`config.mk`:
```
export PLATFORM = sky130hd
export DESIGN_NAME = voice_allocator_adsr_unit
export DESIGN_NICKNAME = d
export VERILOG_FILES = /design/src/vaa_pkg.sv /design/src/vaa_env_unit.sv /design/src/voice_allocator_adsr_unit.sv
export SDC_FILE = /design/constraint.sdc
export NUM_CORES = 2
export LEC_CHECK = 0
export BUFFER_PORTS_ARGS = -buffer_cell sky130_fd_sc_hd__buf_2
export CELL_PAD_IN_SITES_DETAIL_PLACEMENT = 1
export CELL_PAD_IN_SITES_GLOBAL_PLACEMENT = 1
export CORE_MARGIN = 1
export CORE_UTILIZATION = 51
export DETAILED_ROUTE_END_ITERATION = 10
export PLACE_DENSITY_LB_ADDON = 0.15
export SYNTH_ARGS = -nofsm -noshare
export SYNTH_HDL_FRONTEND = slang
export SYNTH_SLANG_ARGS = --single-unit
```
`constraint.sdc`:
```
create_clock -name clk -period 11.61 [get_ports clk]
set_input_delay 1.7415 -clock clk [delete_from_list [all_inputs] [get_ports clk]]
set_output_delay 1.7415 -clock clk [all_outputs]
set_load 0.02 [all_outputs]
```
`src/vaa_pkg.sv`:
```
package vaa_pkg;

    localparam int MAX_VOICES = 8;
    localparam int VOICE_W    = $clog2(MAX_VOICES);
    localparam int COUNT_W    = $clog2(MAX_VOICES + 1);

    localparam logic [16:0] ONE_Q16     = 17'd65536;
    localparam logic [17:0] DECAY_EPS   = 18'd66;
    localparam logic [16:0] RELEASE_EPS = 17'd33;
    localparam logic [7:0]  NOTE_FREE   = 8'hFF;

    // envelope stages
    localparam logic [2:0] STG_IDLE = 3'd0;
    localparam logic [2:0] STG_ATK  = 3'd1;
    localparam logic [2:0] STG_DEC  = 3'd2;
    localparam logic [2:0] STG_SUS  = 3'd3;
    localparam logic [2:0] STG_REL  = 3'd4;

    // request kinds
    localparam logic [1:0] REQ_ON   = 2'd0;
    localparam logic [1:0] REQ_OFF  = 2'd1;
    localparam logic [1:0] REQ_TICK = 2'd2;

    // register indexes
    localparam logic [2:0] REG_VOICES  = 3'd0;
    localparam logic [2:0] REG_ATTACK  = 3'd1;
    localparam logic [2:0] REG_DECAY   = 3'd2;
    localparam logic [2:0] REG_SUSTAIN = 3'd3;
    localparam logic [2:0] REG_RELEASE = 3'd4;

    typedef struct packed {
        logic [16:0] atk_step;
        logic [15:0] dec_coef;
        logic [16:0] sus_level;   // already clipped to one
        logic [15:0] rel_coef;
    } env_cfg_t;

    typedef struct packed {
        logic [16:0] level;
        logic [2:0]  stage;
        logic        freed;
    } env_res_t;

endpackage

```
`src/vaa_env_unit.sv`:
```
module vaa_env_unit
(
    input  logic               clk,
    input  logic               mul_load,
    input  vaa_pkg::env_cfg_t  cfg,
    input  logic [2:0]         stage_in,
    input  logic [16:0]        level_in,
    output vaa_pkg::env_res_t  res
);

    logic [32:0] prod_reg;
    logic [32:0] prod_next;
    logic        above_reg;
    logic        above_next;
    logic [16:0] mag;
    logic [16:0] mul_a;
    logic [15:0] mul_b;
    logic [33:0] rounded;
    logic [16:0] delta;
    logic [17:0] atk_sum;

    // product step: distance and product, registered on mul_load
    always_comb
    begin
        above_next = (level_in >= cfg.sus_level);
        mag        = above_next ? (level_in - cfg.sus_level) : (cfg.sus_level - level_in);
        if (stage_in == vaa_pkg::STG_REL)
        begin
            mul_a = level_in;
            mul_b = cfg.rel_coef;
        end
        else
        begin
            mul_a = mag;
            mul_b = cfg.dec_coef;
        end
        prod_next = 33'(mul_a) * 33'(mul_b);
    end

    always_ff @(posedge clk)
    begin
        if (mul_load)
        begin
            prod_reg  <= prod_next;
            above_reg <= above_next;
        end
    end

    // update step: round up the registered product and apply
    always_comb
    begin
        rounded   = {1'b0, prod_reg} + 34'd65535;
        delta     = {1'b0, rounded[31:16]};
        atk_sum   = {1'b0, level_in} + {1'b0, cfg.atk_step};
        res.level = level_in;
        res.stage = stage_in;
        res.freed = 1'b0;
        unique case (stage_in)
            vaa_pkg::STG_ATK:
            begin
                if (atk_sum >= {1'b0, vaa_pkg::ONE_Q16})
                begin
                    res.level = vaa_pkg::ONE_Q16;
                    res.stage = vaa_pkg::STG_DEC;
                end
                else
                begin
                    res.level = atk_sum[16:0];
                end
            end
            vaa_pkg::STG_DEC:
            begin
                res.level = above_reg ? (level_in - delta) : (level_in + delta);
                if ({1'b0, res.level} < ({1'b0, cfg.sus_level} + vaa_pkg::DECAY_EPS))
                begin
                    res.stage = vaa_pkg::STG_SUS;
                end
            end
            vaa_pkg::STG_REL:
            begin
                res.level = level_in - delta;
                if (res.level < vaa_pkg::RELEASE_EPS)
                begin
                    res.level = 17'd0;
                    res.stage = vaa_pkg::STG_IDLE;
                    res.freed = 1'b1;
                end
            end
            default:
            begin
                res.level = level_in;
            end
        endcase
    end

endmodule

```
`src/voice_allocator_adsr_unit.sv`:
```
// channel   dir  handshake           payload
// s_*       in   s_tvalid/s_tready   tuser: req_type; tdata: note, velocity, release_all
// m_*       out  m_tvalid/m_tready   tdata: voice..released_count; tlast: last
// cfg_*     in   cfg_valid/cfg_ready cfg_index, cfg_data (always ready)
//
// note on: take the request, scan each slot in use, then commit
// note off: take the request, scan each slot in use, then report the count
// tick: take the request, then for each slot in use a product step, then an update step
// reset clears every slot to free and idle and loads the default registers
// a busy output register holds the sequencer in place; no request is taken until
// every result of the current one has been handed over to the output register
module voice_allocator_adsr_unit
(
    input  logic        clk,
    input  logic        rst_n,
    input  logic        s_tvalid,
    output logic        s_tready,
    input  logic [15:0] s_tdata,   // note[6:0], velocity[13:7], release_all[14], zero[15]
    input  logic [1:0]  s_tuser,   // req_type[1:0]
    output logic        m_tvalid,
    input  logic        m_tready,
    output logic [47:0] m_tdata,   // voice[2:0], voice_note[10:3], stage[13:11],
                                   // level[30:14], voice_velocity[37:31],
                                   // released_count[41:38], zero[47:42]
    output logic        m_tlast,
    input  logic        cfg_valid,
    output logic        cfg_ready,
    input  logic [2:0]  cfg_index,
    input  logic [16:0] cfg_data
);

    localparam logic [2:0] ST_IDLE     = 3'd0;
    localparam logic [2:0] ST_ON_SCAN  = 3'd1;
    localparam logic [2:0] ST_ON_PICK  = 3'd2;
    localparam logic [2:0] ST_OFF_SCAN = 3'd3;
    localparam logic [2:0] ST_OFF_DONE = 3'd4;
    localparam logic [2:0] ST_TK_MUL   = 3'd5;
    localparam logic [2:0] ST_TK_UPD   = 3'd6;

    localparam int VW = vaa_pkg::VOICE_W;
    localparam int CW = vaa_pkg::COUNT_W;

    // slot table
    logic [7:0]  slot_note_reg  [vaa_pkg::MAX_VOICES];
    logic [2:0]  slot_stage_reg [vaa_pkg::MAX_VOICES];
    logic [16:0] slot_level_reg [vaa_pkg::MAX_VOICES];
    logic [6:0]  slot_vel_reg   [vaa_pkg::MAX_VOICES];
    logic [31:0] slot_age_reg   [vaa_pkg::MAX_VOICES];
    logic [7:0]  slot_note_next;
    logic [2:0]  slot_stage_next;
    logic [16:0] slot_level_next;
    logic [6:0]  slot_vel_next;
    logic [31:0] slot_age_next;
    logic        slot_wr;

    // sequencer
    logic [2:0]    state_reg, state_next;
    logic [VW-1:0] ptr_reg, ptr_next;
    logic [6:0]    note_in_reg, note_in_next;
    logic [6:0]    vel_in_reg, vel_in_next;
    logic          all_in_reg, all_in_next;
    logic          hit_found_reg, hit_found_next;
    logic [VW-1:0] hit_reg, hit_next;
    logic          free_found_reg, free_found_next;
    logic [VW-1:0] free_reg, free_next;
    logic [VW-1:0] old_reg, old_next;
    logic [31:0]   old_age_reg, old_age_next;
    logic [CW-1:0] cnt_reg, cnt_next;
    logic [31:0]   age_clock_reg, age_clock_next;

    // registers written over the configuration port
    logic [3:0]  cfg_voices_reg;
    logic [16:0] cfg_attack_reg;
    logic [15:0] cfg_decay_reg;
    logic [16:0] cfg_sustain_reg;
    logic [15:0] cfg_release_reg;

    // output register
    logic        m_valid_reg, m_valid_next;
    logic [47:0] m_data_reg, m_data_next;
    logic        m_last_reg, m_last_next;
    logic        out_free;

    // current slot, all reads go through the one pointer
    logic [7:0]    note_rd;
    logic [2:0]    stage_rd;
    logic [16:0]   level_rd;
    logic [6:0]    vel_rd;
    logic [31:0]   age_rd;
    logic          held;
    logic          note_match;
    logic [CW-1:0] n_use;
    logic [VW-1:0] n_last;
    logic          scan_last;
    logic          s_take;
    logic          mul_load;

    vaa_pkg::env_cfg_t env_cfg;
    vaa_pkg::env_res_t env_res;

    assign note_rd  = slot_note_reg[ptr_reg];
    assign stage_rd = slot_stage_reg[ptr_reg];
    assign level_rd = slot_level_reg[ptr_reg];
    assign vel_rd   = slot_vel_reg[ptr_reg];
    assign age_rd   = slot_age_reg[ptr_reg];

    assign held = (stage_rd == vaa_pkg::STG_ATK) || (stage_rd == vaa_pkg::STG_DEC) ||
                  (stage_rd == vaa_pkg::STG_SUS);
    assign note_match = (note_rd == {1'b0, note_in_reg});

    // voice count clamped to 1..MAX_VOICES
    always_comb
    begin
        if (cfg_voices_reg == 4'd0)
        begin
            n_use = CW'(1);
        end
        else if (32'(cfg_voices_reg) > vaa_pkg::MAX_VOICES)
        begin
            n_use = CW'(vaa_pkg::MAX_VOICES);
        end
        else
        begin
            n_use = CW'(cfg_voices_reg);
        end
    end

    assign n_last    = VW'(n_use - CW'(1));
    assign scan_last = (ptr_reg == n_last);

    assign env_cfg.atk_step  = cfg_attack_reg;
    assign env_cfg.dec_coef  = cfg_decay_reg;
    assign env_cfg.sus_level = (cfg_sustain_reg > vaa_pkg::ONE_Q16) ? vaa_pkg::ONE_Q16
                                                                    : cfg_sustain_reg;
    assign env_cfg.rel_coef  = cfg_release_reg;

    // shared multiplier and envelope update
    vaa_env_unit u_env
    (
        .clk      (clk),
        .mul_load (mul_load),
        .cfg      (env_cfg),
        .stage_in (stage_rd),
        .level_in (level_rd),
        .res      (env_res)
    );

    assign s_tready  = (state_reg == ST_IDLE);
    assign s_take    = s_tvalid && s_tready;
    assign out_free  = !m_valid_reg || m_tready;
    assign cfg_ready = 1'b1;

    always_comb
    begin
        state_next      = state_reg;
        ptr_next        = ptr_reg;
        note_in_next    = note_in_reg;
        vel_in_next     = vel_in_reg;
        all_in_next     = all_in_reg;
        hit_found_next  = hit_found_reg;
        hit_next        = hit_reg;
        free_found_next = free_found_reg;
        free_next       = free_reg;
        old_next        = old_reg;
        old_age_next    = old_age_reg;
        cnt_next        = cnt_reg;
        age_clock_next  = age_clock_reg;
        slot_wr         = 1'b0;
        slot_note_next  = note_rd;
        slot_stage_next = stage_rd;
        slot_level_next = level_rd;
        slot_vel_next   = vel_rd;
        slot_age_next   = age_rd;
        mul_load        = 1'b0;
        m_valid_next    = m_valid_reg && !m_tready;
        m_data_next     = m_data_reg;
        m_last_next     = m_last_reg;

        unique case (state_reg)
            ST_IDLE:
            begin
                if (s_take)
                begin
                    note_in_next    = s_tdata[6:0];
                    vel_in_next     = s_tdata[13:7];
                    all_in_next     = s_tdata[14];
                    ptr_next        = '0;
                    hit_found_next  = 1'b0;
                    free_found_next = 1'b0;
                    cnt_next        = '0;
                    unique case (s_tuser)
                        vaa_pkg::REQ_ON:   state_next = ST_ON_SCAN;
                        vaa_pkg::REQ_OFF:  state_next = ST_OFF_SCAN;
                        vaa_pkg::REQ_TICK: state_next = ST_TK_MUL;
                        default:           state_next = ST_IDLE;
                    endcase
                end
            end
            ST_ON_SCAN:
            begin
                // first held slot with this note, first idle slot, oldest slot
                if (!hit_found_reg && held && note_match)
                begin
                    hit_found_next = 1'b1;
                    hit_next       = ptr_reg;
                end
                if (!free_found_reg && (stage_rd == vaa_pkg::STG_IDLE))
                begin
                    free_found_next = 1'b1;
                    free_next       = ptr_reg;
                end
                if ((ptr_reg == '0) || (age_rd < old_age_reg))
                begin
                    old_next     = ptr_reg;
                    old_age_next = age_rd;
                end
                if (scan_last)
                begin
                    state_next = ST_ON_PICK;
                    if (hit_found_next)
                    begin
                        ptr_next = hit_next;
                    end
                    else if (free_found_next)
                    begin
                        ptr_next = free_next;
                    end
                    else
                    begin
                        ptr_next = old_next;
                    end
                end
                else
                begin
                    ptr_next = ptr_reg + VW'(1);
                end
            end
            ST_ON_PICK:
            begin
                if (out_free)
                begin
                    age_clock_next  = age_clock_reg + 32'd1;
                    slot_wr         = 1'b1;
                    slot_note_next  = {1'b0, note_in_reg};
                    slot_vel_next   = vel_in_reg;
                    slot_stage_next = vaa_pkg::STG_ATK;
                    slot_age_next   = age_clock_next;
                    m_valid_next    = 1'b1;
                    m_last_next     = 1'b1;
                    m_data_next     = {6'd0, 4'd0, vel_in_reg, level_rd, vaa_pkg::STG_ATK,
                                       1'b0, note_in_reg, 3'(ptr_reg)};
                    state_next      = ST_IDLE;
                end
            end
            ST_OFF_SCAN:
            begin
                if (held && (all_in_reg || note_match))
                begin
                    slot_wr         = 1'b1;
                    slot_stage_next = vaa_pkg::STG_REL;
                    cnt_next        = cnt_reg + CW'(1);
                end
                if (scan_last)
                begin
                    state_next = ST_OFF_DONE;
                end
                else
                begin
                    ptr_next = ptr_reg + VW'(1);
                end
            end
            ST_OFF_DONE:
            begin
                if (out_free)
                begin
                    m_valid_next = 1'b1;
                    m_last_next  = 1'b1;
                    m_data_next  = {6'd0, 4'(cnt_reg), 38'd0};
                    state_next   = ST_IDLE;
                end
            end
            ST_TK_MUL:
            begin
                mul_load   = 1'b1;
                state_next = ST_TK_UPD;
            end
            ST_TK_UPD:
            begin
                if (out_free)
                begin
                    slot_wr         = 1'b1;
                    slot_level_next = env_res.level;
                    slot_stage_next = env_res.stage;
                    if (env_res.freed)
                    begin
                        slot_note_next = vaa_pkg::NOTE_FREE;
                    end
                    m_valid_next = 1'b1;
                    m_last_next  = scan_last;
                    m_data_next  = {6'd0, 4'd0, vel_rd, slot_level_next, slot_stage_next,
                                    slot_note_next, 3'(ptr_reg)};
                    if (scan_last)
                    begin
                        state_next = ST_IDLE;
                    end
                    else
                    begin
                        ptr_next   = ptr_reg + VW'(1);
                        state_next = ST_TK_MUL;
                    end
                end
            end
            default:
            begin
                state_next = ST_IDLE;
            end
        endcase
    end

    // control state
    always_ff @(posedge clk or negedge rst_n)
    begin
        if (!rst_n)
        begin
            state_reg     <= ST_IDLE;
            ptr_reg       <= '0;
            age_clock_reg <= 32'd0;
            m_valid_reg   <= 1'b0;
        end
        else
        begin
            state_reg     <= state_next;
            ptr_reg       <= ptr_next;
            age_clock_reg <= age_clock_next;
            m_valid_reg   <= m_valid_next;
        end
    end

    // request fields, scan trackers and output payload
    always_ff @(posedge clk)
    begin
        note_in_reg    <= note_in_next;
        vel_in_reg     <= vel_in_next;
        all_in_reg     <= all_in_next;
        hit_found_reg  <= hit_found_next;
        hit_reg        <= hit_next;
        free_found_reg <= free_found_next;
        free_reg       <= free_next;
        old_reg        <= old_next;
        old_age_reg    <= old_age_next;
        cnt_reg        <= cnt_next;
        m_data_reg     <= m_data_next;
        m_last_reg     <= m_last_next;
    end

    // slot table, at most one entry written per cycle, at the pointer, when slot_wr is set
    always_ff @(posedge clk or negedge rst_n)
    begin
        if (!rst_n)
        begin
            for (int i = 0; i < vaa_pkg::MAX_VOICES; i++)
            begin
                slot_note_reg[i]  <= vaa_pkg::NOTE_FREE;
                slot_stage_reg[i] <= vaa_pkg::STG_IDLE;
                slot_level_reg[i] <= 17'd0;
                slot_vel_reg[i]   <= 7'd0;
                slot_age_reg[i]   <= 32'd0;
            end
        end
        else if (slot_wr)
        begin
            slot_note_reg[ptr_reg]  <= slot_note_next;
            slot_stage_reg[ptr_reg] <= slot_stage_next;
            slot_level_reg[ptr_reg] <= slot_level_next;
            slot_vel_reg[ptr_reg]   <= slot_vel_next;
            slot_age_reg[ptr_reg]   <= slot_age_next;
        end
    end

    // configuration registers
    always_ff @(posedge clk or negedge rst_n)
    begin
        if (!rst_n)
        begin
            cfg_voices_reg  <= 4'd8;
            cfg_attack_reg  <= 17'd655;
            cfg_decay_reg   <= 16'd655;
            cfg_sustain_reg <= 17'd52429;
            cfg_release_reg <= 16'd655;
        end
        else if (cfg_valid && cfg_ready)
        begin
            unique case (cfg_index)
                vaa_pkg::REG_VOICES:  cfg_voices_reg  <= cfg_data[3:0];
                vaa_pkg::REG_ATTACK:  cfg_attack_reg  <= cfg_data;
                vaa_pkg::REG_DECAY:   cfg_decay_reg   <= cfg_data[15:0];
                vaa_pkg::REG_SUSTAIN: cfg_sustain_reg <= cfg_data;
                vaa_pkg::REG_RELEASE: cfg_release_reg <= cfg_data[15:0];
                default:
                begin
                    cfg_voices_reg <= cfg_voices_reg;
                end
            endcase
        end
    end

    assign m_tvalid = m_valid_reg;
    assign m_tdata  = m_data_reg;
    assign m_tlast  = m_last_reg;

`ifndef SYNTHESIS
    // back at rest, a result still waiting must be the final one of its request
    a_idle_last: assert property (@(posedge clk) disable iff (!rst_n)
        (state_reg == ST_IDLE) && m_valid_reg |-> m_last_reg)
        else $error("non-final result pending while sequencer idle");

    // a free slot never keeps a note
    a_idle_free: assert property (@(posedge clk) disable iff (!rst_n)
        (stage_rd == vaa_pkg::STG_IDLE) |-> (note_rd == vaa_pkg::NOTE_FREE))
        else $error("idle slot still holds a note");

    // envelope never goes above one
    a_level_max: assert property (@(posedge clk) disable iff (!rst_n)
        level_rd <= vaa_pkg::ONE_Q16)
        else $error("envelope level above one");

    // every product load is followed by the update step, which may then wait for the output register
    a_mul_then_upd: assert property (@(posedge clk) disable iff (!rst_n)
        mul_load |=> (state_reg == ST_TK_UPD))
        else $error("product loaded without an update step");
`endif

endmodule

```
==> results.ini <==
[synthesis]
ys_seq_area_share_pct=42.2
synth_area_per_cell_sq_um=9.53
yosysUniqueCellTypes=103
synthArstFlopShare_pct=82.4
synth-seq-cells=783
synth_cells=5077
synth_area_sq_um=48400
synthFlopType=dfrtp_1
synth_edf_count=138
ys_warn_count=0

[floorplan]
die-width_microns=310
io_pins=95
fp.dieH_microns=310
die_area_sq_um=96100
coreArea_sq_um=93600
initial_utilization_pct=51.7
core.rowCount=112

[setup_path]
path_max_fanout=23
endpoint_kind=flop
start_kind=flop
crit_path_frequent_cell=fa_1
crit_arrival_ns=11.59
critical-path-slowest-cell=dfrtp_2
cpPeakStageDelay_ns=0.57
criticalPathCategory=reg2reg
cp.required_ns=12.04

[finish]
area_growth_pct=9.93
stdcell_count=6414
diodes=0
layout-drive-gt1-share_pct=11.6
final_core_util_pct=56.8
largest_reg_flops=256
nets=5582

[flow_run]
drv_cap=0

[sta]
period_share_pct=96.1
finalMaxSlewViolations=0
max_slew.worst_pin.slew_ns=1.21
clock_skew_ns=0.0387
setup_violations=0
relSlewSlack_pct=19.2
hold_violations=0
fmax_ghz=0.0896
min_period_ns=11.16

[global_routing]
grt_pass1_vias=40900
grt_first_pass_wirelength_microns=243000
grt_usage_pct=32.9
grt_max_degree=175
antenna_found_initial=3
overflow=0

[clock_network]
htree_levels=3
cts_buffer_depth=3
clk_latency_ns=0.68
clockRootBuffer=clkbuf_16
path_clk_slew_ns=0.06
hold_buffers=0
cts_num_sinks=783
numCtsBuffers=87
cts_tree=done

[place]
dp.cells=6252
port_buffers=86
dp_hpwl_microns=108000
place_congestion=0.941

[drt]
post_drt_wl_per_cell_microns=24.4
vias=38900
drt_iter0_markers=3166
wl_microns=156000
firstDrtPassIters=6
drc_errors=0
routed_via_density=6.07
ant_nets=0

[hold_path]
worstHoldPathType=reg2reg

[run_status]
status=finished clean

## per-layer routing
metal | GRT usage (%) | vias up | routed length (microns)
met1 | 46.1 | 20100 | 69600
met3 | 4.36 | 228 | 8990
li1 | - | 17500 | -
met2 | 53.4 | 1042 | 73700
met5 | 0 | - | 13
met4 | 9.58 | 2 | 3910
## worst max-delay path, delay by kind of cell, from the launching register on
family | cells | cell delay, ns
xor+xnor | 2 | 0.24
flops | 1 | 0.57
mux | 1 | 0.34
buf+inv | 9 | 1.20
compound gates | 13 | 2.79
fa+ha+maj | 8 | 3.87
simple gates | 9 | 1.86
## layout by cell type, fill, tap and decap left out, types with 47 or more instances in the layout
cell type / synthesis / final
nand2_1: 900 / 891
o21ai_0: 617 / 617
dfrtp_1: 553 / 550
inv_1: 371 / 371
nor2_1: 243 / 238
ha_1: 236 / 236
fa_1: 212 / 212
a22oi_1: 164 / 164
a21oi_1: 155 / 155
edfxtp_1: 138 / 138
xnor2_1: 133 / 133
buf_4: 13 / 117
dfstp_2: 92 / 92
mux2_2: 91 / 91
nand3_1: 90 / 88
clkbuf_16: 0 / 88
buf_2: 47 / 85
a221oi_1: 52 / 52
nand4_1: 47 / 47
## path summary, 6_finish.rpt
| kind | from | endpoint | slack, ns | cells past startpoint |
|---|---|---|---|---|
| min in group asynchronous | rst_n | slot_level_reg[78]$_DFFE_PN0P_ | 1.22 | 1 |
| worst min-delay path | slot_age_reg[138]$_DFFE_PN0P_ | slot_age_reg[138]$_DFFE_PN0P_ | 0.48 | 2 |
| max in group asynchronous | rst_n | slot_age_reg[51]$_DFFE_PN0P_ | 7.87 | 3 |
| worst min register to register | slot_age_reg[138]$_DFFE_PN0P_ | slot_age_reg[138]$_DFFE_PN0P_ | 0.48 | 2 |
| worst max register to register | ptr_reg[0]$_DFFE_PN0P_ | u_env.prod_reg[28]$_DFFE_PP_ | 0.45 | 42 |
| worst max-delay path | ptr_reg[0]$_DFFE_PN0P_ | u_env.prod_reg[28]$_DFFE_PP_ | 0.45 | 42 |
## final cells by class
type	count	area, sq um
clock buffer	133	2570
clock inverter	25	290
fill	10500	40400
inverter	375	1410
multi-input combinational	3636	25500
sequential	783	20400
tap	1254	1570
timing repair buffer	208	1410
## metrics by stage
stage	cell area [sq um]	setup slack [ns]	TNS, ns	hold WS (ns)
global placement	50300	0.481	0	0.457
detailed placement	50300	0.342	0	0.467
global route	53200	-0.00787	-0.00787	0.492
CTS	53100	0.225	0	0.480
finish	53200	0.452	0	0.476
floorplan	48400	1.08	0	0.443
## repair_timing
action / in CTS / in global routing
endpoints found under the setup margin: 0 / 5
setup buffers: 0 / 3
resized for setup: 0 / 6
endpoints found under the hold margin: 0 / 0
## cells in the mapped netlist (all sizes together), types with 7 or more instances
| library cell | n | area share (%) |
|---|---|---|
| o22ai | 26 | 0.39 |
| a21oi | 158 | 1.7 |
| mux2 | 94 | 2.2 |
| o31ai | 27 | 0.45 |
| nor2 | 244 | 1.9 |
| a221o | 12 | 0.25 |
| nand3 | 90 | 0.93 |
| and3 | 36 | 0.48 |
| nor3 | 50 | 0.55 |
| nand2b | 28 | 0.36 |
| mux4 | 9 | 0.42 |
| dfstp | 92 | 5.0 |
| fa | 212 | 8.8 |
| a22oi | 165 | 2.6 |
| nor4 | 17 | 0.23 |
| nor2b | 34 | 0.44 |
| a2111oi | 7 | 0.14 |
| ha | 236 | 6.1 |
| o21ai | 652 | 6.8 |
| a221oi | 53 | 1.0 |
| o21bai | 14 | 0.23 |
| edfxtp | 138 | 8.6 |
| buf | 86 | 0.97 |
| or3 | 13 | 0.17 |
| a32oi | 15 | 0.29 |
| nand2 | 901 | 7.0 |
| a21boi | 8 | 0.13 |
| a31oi | 15 | 0.19 |
| dfrtp | 553 | 29 |
| and4 | 10 | 0.18 |
| clkbuf | 203 | 1.6 |
| and2 | 48 | 0.62 |
| a22o | 30 | 0.54 |
| xnor2 | 133 | 2.4 |
| xor2 | 46 | 0.83 |
| o21a | 18 | 0.28 |
| inv | 373 | 2.9 |
| o211ai | 11 | 0.18 |
| nand4 | 47 | 0.61 |
| a211o | 9 | 0.16 |
| mux2i | 40 | 0.83 |
| a21o | 36 | 0.56 |
| a211oi | 13 | 0.20 |
## cells by family (layout without fill, tap and decap cells)
| logic type | count (synthesis) | after routing | synth area share, % |
|---|---|---|---|
| AOI/OAI and AO/OA | 1315 | 1315 | 16.9 |
| and+or+nand+nor | 1543 | 1544 | 13.9 |
| adders and majority gates | 448 | 448 | 14.9 |
| other | 2 | 7 | 0.0155 |
| muxes | 143 | 143 | 3.43 |
| xor gates and xnor gates | 179 | 179 | 3.24 |
| buffers and inverters | 664 | 741 | 5.45 |
| DFF | 783 | 783 | 42.2 |
Power is not shown: default switching activity piles up to over one toggle a cycle in this logic, so the estimate is an artifact.
